File: src/rtl/assert_macros.svh
// assertion helpers, compiled out with ASSERT_OFF
`ifndef ASSERT_MACROS_SVH
`define ASSERT_MACROS_SVH

`ifndef ASSERT_OFF
`define ASSERT_AT(lbl, clk, rst_n, prop, msg) \
  lbl: assert property (@(posedge clk) disable iff (!rst_n) (prop)) else $error(msg);
`define ASSERT_NEVER_AT(lbl, clk, rst_n, cond, msg) \
  lbl: assert property (@(posedge clk) disable iff (!rst_n) !(cond)) else $error(msg);
`else
`define ASSERT_AT(lbl, clk, rst_n, prop, msg)
`define ASSERT_NEVER_AT(lbl, clk, rst_n, cond, msg)
`endif

`endif

File: src/rtl/salc_ram.sv
module salc_ram #(
  parameter int WIDTH = 8,
  parameter int DEPTH = 2,
  localparam int AW   = (DEPTH > 1) ? $clog2(DEPTH) : 1
) (
  input  logic             clk_i,
  input  logic             we_i,
  input  logic [AW-1:0]    waddr_i,
  input  logic [WIDTH-1:0] wdata_i,
  input  logic             re_i,
  input  logic [AW-1:0]    raddr_i,
  output logic [WIDTH-1:0] rdata_o
);

  logic [WIDTH-1:0] mem_q [DEPTH];
  logic [WIDTH-1:0] rdata_q;

  always_ff @(posedge clk_i) begin
    if (we_i) begin
      mem_q[waddr_i] <= wdata_i;
    end
    if (re_i) begin
      rdata_q <= mem_q[raddr_i];
    end
  end

  assign rdata_o = rdata_q;

endmodule

File: config.mk
export PLATFORM = sky130hd
export DESIGN_NAME = salc_ram
export DESIGN_NICKNAME = d
export VERILOG_FILES = /design/src/rtl/assert_macros.svh /design/src/rtl/salc_ram.sv
export SDC_FILE = /design/constraint.sdc
export NUM_CORES = 1
export LEC_CHECK = 0
export BUFFER_PORTS_ARGS = -buffer_cell sky130_fd_sc_hd__clkbuf_2
export CORE_UTILIZATION = 53
export DETAILED_ROUTE_END_ITERATION = 8
export GPL_TIMING_DRIVEN = 0
export MAX_ROUTING_LAYER = met4
export PLACE_DENSITY_LB_ADDON = 0.05
export SYNTH_ARGS = -nofsm -noshare
export SYNTH_HDL_FRONTEND = slang
export SYNTH_SLANG_ARGS = --single-unit
File: constraint.sdc
create_clock -name clk_i -period 1.6 [get_ports clk_i]
set_input_delay 0.08 -clock clk_i [delete_from_list [all_inputs] [get_ports clk_i]]
set_output_delay 0.08 -clock clk_i [all_outputs]
set_load 0.005 [all_outputs]
==> results of run 1 <==
==> state kept, by name (all words and copies together), names as in the netlist <==
signal   count
mem_q       16
rdata_o      8
==> power by group through the flow <==
stage / clock network (mW) / registers (mW) / logic, mW
after floorplan: 0 / 0.767 / 0.0430
after global routing: 0.454 / 0.757 / 0.105
after global placement: 0 / 0.765 / 0.0796
after detailed placement: 0 / 0.769 / 0.0826
after CTS: 0.429 / 0.755 / 0.0978
final: 0.421 / 0.754 / 0.0963
==> area by class of cell <==
cell class | count | share of cell area
multi-input cells | 10 | 0.119
plain buffers | 1 | 0.0101
well taps | 16 | 0.0180
flip-flops and latches | 24 | 0.648
repair buffers | 27 | 0.157
clock inverters | 1 | 0.0270
clock buffers | 3 | 0.0202
==> metal layers <==
metal,track usage,part of all wire,vias to the layer above
met5,-,0,-
met4,0.0563,0,0
met3,0.0345,0.065,0
met2,0.243,0.54,19
met1,0.142,0.39,193
li1,-,-,197
==> cells in the final DEF (no fill, tap or decap) <==
master                          instances
sky130_fd_sc_hd__clkbuf_2              19
sky130_fd_sc_hd__edfxtp_1              24
sky130_fd_sc_hd__nor2b_1                1
sky130_fd_sc_hd__bufinv_16              1
sky130_fd_sc_hd__clkbuf_4               3
sky130_fd_sc_hd__mux2_4                 8
sky130_fd_sc_hd__and2_1                 1
sky130_fd_sc_hd__dlygate4sd3_1          8
sky130_fd_sc_hd__buf_6                  1
==> kinds of logic (layout without fill, tap and decap cells) <==
group,Yosys count,after routing,synth area share
buffers and inverters,1,32,0.0130
AND/OR/NAND/NOR,2,2,0.0145
flip-flops,24,24,0.834
multiplexers,8,8,0.139
==> repair_timing <==
action,4_1_cts,5_1_grt
hold buffers,8,0
hold endpoints to repair,16,0
setup buffers,0,0
==> how the worst min path moves through the flow <==
stage,slack (ns),end,start
final,0.12,rdata_o[4],re_i
after global routing,0.12,rdata_o[7],re_i
after CTS,0.12,rdata_o[0],re_i
after detailed placement,0.27,mem_q[1][3],wdata_i[3]
after global placement,0.27,mem_q[1][5],wdata_i[5]
after floorplan,0.18,mem_q[0][0],wdata_i[0]
==> impl_metrics.py, run 1 <==
metrics = {
    "critical_path": {
        "worst-path-buf-inv": 0,
        "critPathRequiredTime_ns": 1.67,
        "critical_path_at_ns": 0.98,
        "worst_path_dominant_cell_family": "flip-flops",
        "timing.reg2reg.setup_slack_ns": 0.69,
        "crit_start": "mem_q[0][2]",
        "reg2reg_from": "mem_q[0][2]",
        "critPathCapture": "rdata_o[2]",
        "slowest_cell_delay_on_critical_path_ns": 0.41,
        "crit_path_max_fanout": 1,
        "worstRegToRegCells": 1,
        "critical-path-slowest-cell": "sky130_fd_sc_hd__edfxtp_1",
        "r2r-end": "rdata_o[2]",
        "timing_worst_setup_path_type": "reg -> reg",
        "critical_path_cell_count": 1,
        "worstSetupEndpointType": "flop",
        "critical_path.cell_chain": "mux2_4",
        "type_of_element_launching_the_critical_path": "flop",
    },
    "clock_network": {
        "tritoncts.num_buffers": 3,
        "path_clk_slew_ns": 0.13,
        "insertion_delay_ns": 0.30,
        "cts_tree": "done",
        "gates_resized_cts_repair": 0,
        "clockRootBuffer": "sky130_fd_sc_hd__clkbuf_4",
        "clkSinkCount": 24,
        "clock_path_buffers": 2,
        "htree_levels": 1,
    },
    "final_layout": {
        "fin_util": 0.738,
        "diodes_inserted": 0,
        "multiInputGateArea_sq_um": 133,
        "design_area_sq_um": 1110,
        "post_layout_nonfiller_instances": 82,
        "layout-drive-gt1-share": 0.485,
        "area_growth_from_synthesis_to_final_layout_pct": 28.7,
        "nNetsFinal": 80,
        "register_cell_area_after_layout_sq_um": 721,
        "final.fill_count": 103,
    },
    "logic_synthesis": {
        "ys_seq_elements": 24,
        "synth_top_area_cell": "sky130_fd_sc_hd__edfxtp_1",
        "synth_async_sr_flop_share": 0,
        "yosys-top-cells-area": "sky130_fd_sc_hd__edfxtp_1 83%, sky130_fd_sc_hd__mux2_4 14%, sky130_fd_sc_hd__buf_6 1.3%, sky130_fd_sc_hd__and2_1 0.72%, sky130_fd_sc_hd__nor2b_1 0.72%",
        "number_of_enable_flip_flop_cells_after_synthesis": 24,
        "yosys_most_used_dff": "sky130_fd_sc_hd__edfxtp_1",
        "synth_nets": 48,
        "yosys_warnings": 0,
        "count_leader_synth": "sky130_fd_sc_hd__edfxtp_1",
        "synth_largest_type_area_fraction": 0.834,
        "synth_unique_cells": 5,
        "seq_area_frac_synth": 0.834,
        "syn_inst": 35,
        "synth.cells.most_frequent": "24 x sky130_fd_sc_hd__edfxtp_1, 8 x sky130_fd_sc_hd__mux2_4, 1 x sky130_fd_sc_hd__and2_1, 1 x sky130_fd_sc_hd__buf_6, 1 x sky130_fd_sc_hd__nor2b_1",
        "synth_area_sq_um": 865,
        "syn_avg_cell_area_sq_um": 24.7,
    },
    "sta": {
        "hold_violations": 0,
        "timing.hold.ws_ns": 0.124,
        "finalClockSkew_ns": 0.00624,
        "final.setup.worst_slack_ns": 0.688,
        "final.period_utilization": 0.570,
        "finalCriticalPeriod_ns": 0.912,
        "timing.slew.headroom": 0.560,
        "fin_setup_tns_ns": 0,
        "report.final.setup_viol": 0,
        "fmax_mhz": 1100,
        "worst_slew_pin_slew_ns": 0.659,
        "finalMaxSlewViolations": 0,
        "rsz0062_at_grt": "no",
    },
    "floorplan": {
        "ioPinCount": 21,
        "area_enclosed_by_the_die_boundary_sq_um": 1800,
        "fp.dieW_um": 42.4,
        "start_util": 0.574,
        "die_h_um": 42.4,
        "design.core.area_sq_um": 1510,
        "placementRows": 14,
    },
    "placed_design": {
        "post-place-cells": 70,
        "gp_congestion": 0.642,
        "pre_cts_setup_slack_ns": 0.491,
        "port-buffer-count": 19,
        "post_dp_cell_area_sq_um": 980,
    },
    "drt": {
        "viasPerCell": 4.99,
        "routed_wire_length_per_instance_um": 12.9,
        "num_vias": 409,
        "dr_drc_count": 0,
        "detail_route.first_pass.iterations": 2,
        "drt-total-wl_um": 1060,
        "antenna_left": 0,
        "dr.first_iter.drc_count": 6,
    },
    "power_and_ir_drop": {
        "report.power.total_mw": 1.27,
        "power.switching_uw": 215,
        "seqPwrFrac": 0.593,
        "pwr_density_cell_nw_per_um2": 1140,
        "switching_share": 0.169,
        "power.internal_mw": 1.06,
        "p_clk_frac": 0.331,
        "share_comb_of_total_power": 0.076,
        "leakagePower_nw": 0.445,
        "peakVddDrop_uv": 767,
    },
    "outcome": {
        "outcome": "finished clean",
    },
    "grt": {
        "vias_in_the_first_global_route": 405,
        "grt_max_degree": 15,
        "grt_antenna_before_repair": 0,
        "wire_length_of_the_first_global_routing_pass_um": 1690,
        "groute.usage.overall": 0.136,
        "grt_remaining_overflow": 0,
    },
    "worst_hold_path": {
        "worst_hold_path.num_cells": 1,
        "worstHoldPathType": "in -> reg",
    },
    "job": {
        "max_cap_viol_count": 0,
    },
}
Note: power is estimated with default switching activity, not from simulation.
==> inputs of run 2 (changes only) <==
- CORE_UTILIZATION: 53 -> 50
- clock period: 1.6 -> 0.9 ns (I/O delays scaled with it)
==> run 2 against run 1 <==
Against the previous run: the flow now finishes with violations (design-rule violations, negative setup slack); critical path depth did not move; global-route usage fell by 0.42 points; sequential share of layout area rose by 1.8 points; via count fell by 0.73%; combinational power rose by 79%; first-iteration DRC count fell by 17%; maximum frequency rose by 1.3%; sequential power rose by 78%; non-clock buffer count did not move; wire length fell by 6.4%; cell area fell by 2.7%.
==> impl_metrics.py, run 2 (synthesized netlist as in run 1, its figures left out) <==
metrics = {
    "drt": {
        "routedLengthMet1_um": 371,
        "top_signal_layer_used": "met4",
        "antenna_left": 0,
        "num_vias": 406,
        "met2_wirelength_um": 538,
        "dr_drc_count": 2,
        "dr.first_iter.drc_count": 5,
        "viasPerCell": 5.01,
        "detail_route.first_pass.iterations": 5,
        "drt-total-wl_um": 992,
        "routed_wire_length_per_instance_um": 12.2,
        "sum_of_met3_wire_segment_lengths_after_detailed_routing_um": 67,
    },
    "critical_path": {
        "worst_path_dominant_cell_family": "flip-flops",
        "critical_path.cell_chain": "mux2_4",
        "critPathRequiredTime_ns": 0.97,
        "critical-path-slowest-cell": "sky130_fd_sc_hd__edfxtp_1",
        "crit_path_max_fanout": 1,
        "critical_path_at_ns": 0.97,
        "slowest_cell_delay_on_critical_path_ns": 0.39,
        "worstSetupEndpointType": "flop",
        "timing_worst_setup_path_type": "reg -> reg",
        "worst-path-buf-inv": 0,
        "type_of_element_launching_the_critical_path": "flop",
    },
    "clock_network": {
        "htree_levels": 1,
        "tritoncts.num_buffers": 3,
        "cts_tree": "done",
        "path_clk_slew_ns": 0.11,
        "insertion_delay_ns": 0.30,
        "clockRootBuffer": "sky130_fd_sc_hd__clkbuf_4",
        "clkSinkCount": 24,
        "clock_path_buffers": 2,
        "gates_resized_cts_repair": 0,
        "postCtsSetupRepairBufs": 0,
    },
    "sta": {
        "fin_setup_tns_ns": -0.0000321,
        "final.period_utilization": 1.00,
        "final.setup.worst_slack_ns": -0.0000321,
        "report.final.setup_viol": 1,
        "hold_violations": 0,
        "fmax_mhz": 1110,
        "finalCriticalPeriod_ns": 0.900,
        "worst_slew_pin_slew_ns": 0.674,
        "rsz0062_at_grt": "yes",
        "finalClockSkew_ns": 0.00174,
        "timing.slew.headroom": 0.550,
        "finalMaxSlewViolations": 0,
        "timing.hold.ws_ns": 0.0793,
    },
    "final_layout": {
        "register_cell_area_after_layout_sq_um": 721,
        "diodes_inserted": 0,
        "nNetsFinal": 80,
        "design_area_sq_um": 1080,
        "area_growth_from_synthesis_to_final_layout_pct": 25.2,
        "fin_util": 0.694,
        "layout-drive-gt1-share": 0.477,
        "max_flop_register": "mem_q",
        "layout.cells.most_common_list": "24 x sky130_fd_sc_hd__edfxtp_1, 19 x sky130_fd_sc_hd__clkbuf_2, 8 x sky130_fd_sc_hd__mux2_4, 8 x sky130_fd_sc_hd__dlygate4sd3_1, 3 x sky130_fd_sc_hd__clkbuf_4",
        "layout_commonest_cell": "sky130_fd_sc_hd__edfxtp_1",
        "final.fill_count": 96,
        "multiInputGateArea_sq_um": 133,
        "post_layout_nonfiller_instances": 81,
        "largest_register_ffs": 16,
    },
    "floorplan": {
        "area_enclosed_by_the_die_boundary_sq_um": 1900,
        "ioPinCount": 21,
        "die_h_um": 43.6,
        "placementRows": 14,
        "design.core.area_sq_um": 1560,
        "start_util": 0.555,
        "fp.dieW_um": 43.6,
    },
    "grt": {
        "groute.usage.overall": 0.132,
        "vias_in_the_first_global_route": 410,
        "grt_antenna_before_repair": 0,
        "wire_length_of_the_first_global_routing_pass_um": 1590,
        "grt_remaining_overflow": 0,
        "grt_max_degree": 13,
    },
    "outcome": {
        "outcome": "finished, violations left",
        "violations_in_the_final_reports": "design-rule violations, negative setup slack",
    },
    "placed_design": {
        "post-place-cells": 70,
        "pre_cts_setup_slack_ns": -0.201,
        "port-buffer-count": 19,
        "gp_congestion": 0.622,
        "post_dp_cell_area_sq_um": 980,
    },
    "worst_hold_path": {
        "worstHoldPathType": "in -> reg",
    },
    "power_and_ir_drop": {
        "peakVddDrop_uv": 1070,
        "leakagePower_nw": 0.431,
        "pwr_density_cell_nw_per_um2": 1800,
        "report.power.total_mw": 1.95,
    },
    "job": {
        "max_cap_viol_count": 0,
    },
}
run 2: final timing paths:
path	to	from	slack, ns	cells past startpoint
setup / recovery	rdata_o[2]	mem_q[0][2]	-0.00003	1
hold / removal	rdata_o[7]	re_i	0.08	1
setup reg to reg	rdata_o[2]	mem_q[0][2]	-0.00003	1
hold reg to reg	rdata_o[3]	mem_q[0][3]	0.56	1
run 2: layer usage:
metal,vias up,track usage
met1,186,0.109
met3,2,0.0542
met5,-,-
met4,0,0.0938
met2,19,0.230
li1,199,-
run 2: where the power goes:
| part | internal [mW] | switching [mW] | total (mW) |
|---|---|---|---|
| combinational | 0.109 | 0.0629 | 0.172 |
| clock | 0.156 | 0.282 | 0.439 |
| sequential | 1.32 | 0.0183 | 1.34 |
| total | 1.58 | 0.364 | 1.95 |
run 2: area by class of cell:
| cell class | count | area share |
|---|---|---|
| clock buffer | 3 | 0.0208 |
| sequential | 24 | 0.666 |
| timing repair buffer | 27 | 0.162 |
| multi-input combinational | 10 | 0.123 |
| tap | 16 | 0.0185 |
| buffer | 1 | 0.0104 |
run 2: timing repair:
action | 4_1_cts | 5_1_grt
hold endpoints to repair | 16 | 0
setup endpoints to repair | 1 | 3
hold buffers | 8 | 0
==> inputs of run 3 (changes only) <==
- ABC_CLOCK_PERIOD_IN_PS: not set -> 900
- SETUP_SLACK_MARGIN: not set -> 0.4
- SKIP_LAST_GASP: not set -> 1
==> run 3 against run 2 <==
Against the previous run: the flow finishes with violations (design-rule violations, negative hold slack, negative setup slack); cell area down 6.5%; maximum frequency down 2.9%; wire length down 0.30%; first-iteration DRC count up 20%; power down 1.6%; sequential cell count unchanged; global-route usage down 1.2 points; worst setup slack worse by 0.027 ns; via count down 8.1%; clock power down 3%; count of clock-buffer cells in the layout unchanged; largest cell class unchanged; largest power group unchanged.
==> impl_metrics.py, run 3 (synthesized netlist as in run 1, its figures left out) <==
metrics = {
    "outcome": {
        "outcome": "finished, violations left",
        "violations_in_the_final_reports": "design-rule violations, negative hold slack, negative setup slack",
    },
    "worst_hold_path": {
        "min-delay-start": "wdata_i[2]",
        "worstHoldPathType": "in -> reg",
    },
    "critical_path": {
        "worst-path-buf-inv": 0,
        "worst_path_dominant_cell_family": "flip-flops",
        "critical_path.cell_chain": "mux2_4",
        "crit_start": "mem_q[0][7]",
        "critical_path_at_ns": 0.99,
        "reg2reg_from": "mem_q[0][7]",
        "critical-path-slowest-cell": "sky130_fd_sc_hd__edfxtp_1",
        "timing.reg2reg.setup_slack_ns": -0.03,
        "timing_worst_setup_path_type": "reg -> reg",
        "worstSetupEndpointType": "flop",
        "type_of_element_launching_the_critical_path": "flop",
        "crit_path_max_fanout": 1,
        "critPathRequiredTime_ns": 0.96,
        "slowest_cell_delay_on_critical_path_ns": 0.41,
    },
    "sta": {
        "final.period_utilization": 1.03,
        "finalClockSkew_ns": 0.00125,
        "finalCriticalPeriod_ns": 0.927,
        "fmax_mhz": 1080,
        "rsz0062_at_grt": "yes",
        "final.setup.worst_slack_ns": -0.0266,
        "worst_slew_pin_slew_ns": 0.241,
        "timing.slew.headroom": 0.839,
        "timing.hold.ws_ns": -0.0704,
        "hold_violations": 16,
        "report.final.setup_viol": 1,
        "fin_setup_tns_ns": -0.0266,
        "finalMaxSlewViolations": 0,
    },
    "floorplan": {
        "design.core.area_sq_um": 1560,
        "placementRows": 14,
        "ioPinCount": 21,
        "area_enclosed_by_the_die_boundary_sq_um": 1900,
        "fp.dieW_um": 43.6,
        "start_util": 0.555,
        "die_h_um": 43.6,
    },
    "final_layout": {
        "area_growth_from_synthesis_to_final_layout_pct": 17.1,
        "layout.cells.most_common_list": "24 x sky130_fd_sc_hd__edfxtp_1, 19 x sky130_fd_sc_hd__clkbuf_2, 8 x sky130_fd_sc_hd__mux2_4",
        "max_flop_register": "mem_q",
        "layout-drive-gt1-share": 0.579,
        "largest_register_ffs": 16,
        "register_cell_area_after_layout_sq_um": 721,
        "nNetsFinal": 72,
        "multiInputGateArea_sq_um": 143,
        "final.fill_count": 111,
        "layout_commonest_cell": "sky130_fd_sc_hd__edfxtp_1",
        "diodes_inserted": 0,
    },
    "power_and_ir_drop": {
        "power.internal_mw": 1.57,
        "seqPwrFrac": 0.698,
        "share_comb_of_total_power": 0.080,
        "peakVddDrop_uv": 1040,
        "p_clk_frac": 0.222,
        "power.switching_uw": 351,
        "leakagePower_nw": 0.405,
        "pwr_density_cell_nw_per_um2": 1890,
        "switching_share": 0.183,
    },
    "clock_network": {
        "gates_resized_cts_repair": 0,
        "htree_levels": 1,
        "insertion_delay_ns": 0.29,
        "cts_tree": "done",
        "tritoncts.num_buffers": 3,
        "clkSinkCount": 24,
        "clock_path_buffers": 2,
        "postCtsSetupRepairBufs": 0,
        "clockRootBuffer": "sky130_fd_sc_hd__clkbuf_4",
        "path_clk_slew_ns": 0.11,
    },
    "grt": {
        "grt_remaining_overflow": 0,
        "wire_length_of_the_first_global_routing_pass_um": 1470,
        "grt_antenna_before_repair": 0,
        "vias_in_the_first_global_route": 383,
        "groute.usage.overall": 0.120,
        "grt_max_degree": 13,
    },
    "drt": {
        "num_vias": 373,
        "viasPerCell": 5.11,
        "routed_wire_length_per_instance_um": 13.5,
        "antenna_left": 0,
        "dr_drc_count": 2,
        "detail_route.first_pass.iterations": 5,
        "drt-total-wl_um": 989,
        "dr.first_iter.drc_count": 6,
    },
    "placed_design": {
        "port-buffer-count": 19,
        "gp_congestion": 0.620,
        "pre_cts_setup_slack_ns": 0.000229,
    },
    "job": {
        "max_cap_viol_count": 0,
    },
}
-- run 3: changes by cell type in the layout (fill, tap and decap cells not counted), sizes merged --
cell	delta
dlygate4sd3	-8
-- run 3: metal layers --
metal	wire length (um)	GRT usage	part of all wire
met1	348	0.100	0.35
met5	0	-	0
met2	552	0.212	0.56
met3	72	0.0292	0.073
met4	16	0.106	0.016
-- run 3: per-stage QoR --
stage	cells	hold slack (ns)	instance area (sq um)	util	power, mW
3_3_place_gp	70	0.233	990	0.635	1.51
4_1_cts	73	-0.0822	1010	0.649	1.94
2_1_floorplan	35	0.144	875	-	1.45
3_5_place_dp	70	0.238	990	0.635	1.52
5_1_grt	73	-0.0772	1010	0.649	1.98
6_report	73	-0.0704	1010	0.649	1.92
-- run 3: cell type report --
| cell class | count | area share |
|---|---|---|
| Sequential cell | 24 | 0.712 |
| Multi-Input combinational cell | 10 | 0.141 |
| Clock buffer | 3 | 0.0222 |
| Tap cell | 16 | 0.0198 |
| Timing Repair Buffer | 19 | 0.0939 |
| Buffer | 1 | 0.0111 |
-- run 3: power groups by stage --
stage | registers [mW] | logic [mW] | clock network (mW)
finish | 1.34 | 0.153 | 0.426
global route | 1.34 | 0.166 | 0.471
CTS | 1.34 | 0.156 | 0.448
detailed placement | 1.36 | 0.156 | 0
global placement | 1.36 | 0.148 | 0
floorplan | 1.36 | 0.0810 | 0
-- run 3: path summary, 6_finish.rpt --
path                 endpoint  cells after the start
hold reg to reg    rdata_o[1]                      1
setup / recovery   rdata_o[7]                      1
hold / removal    mem_q[0][2]                      1
setup reg to reg   rdata_o[7]                      1
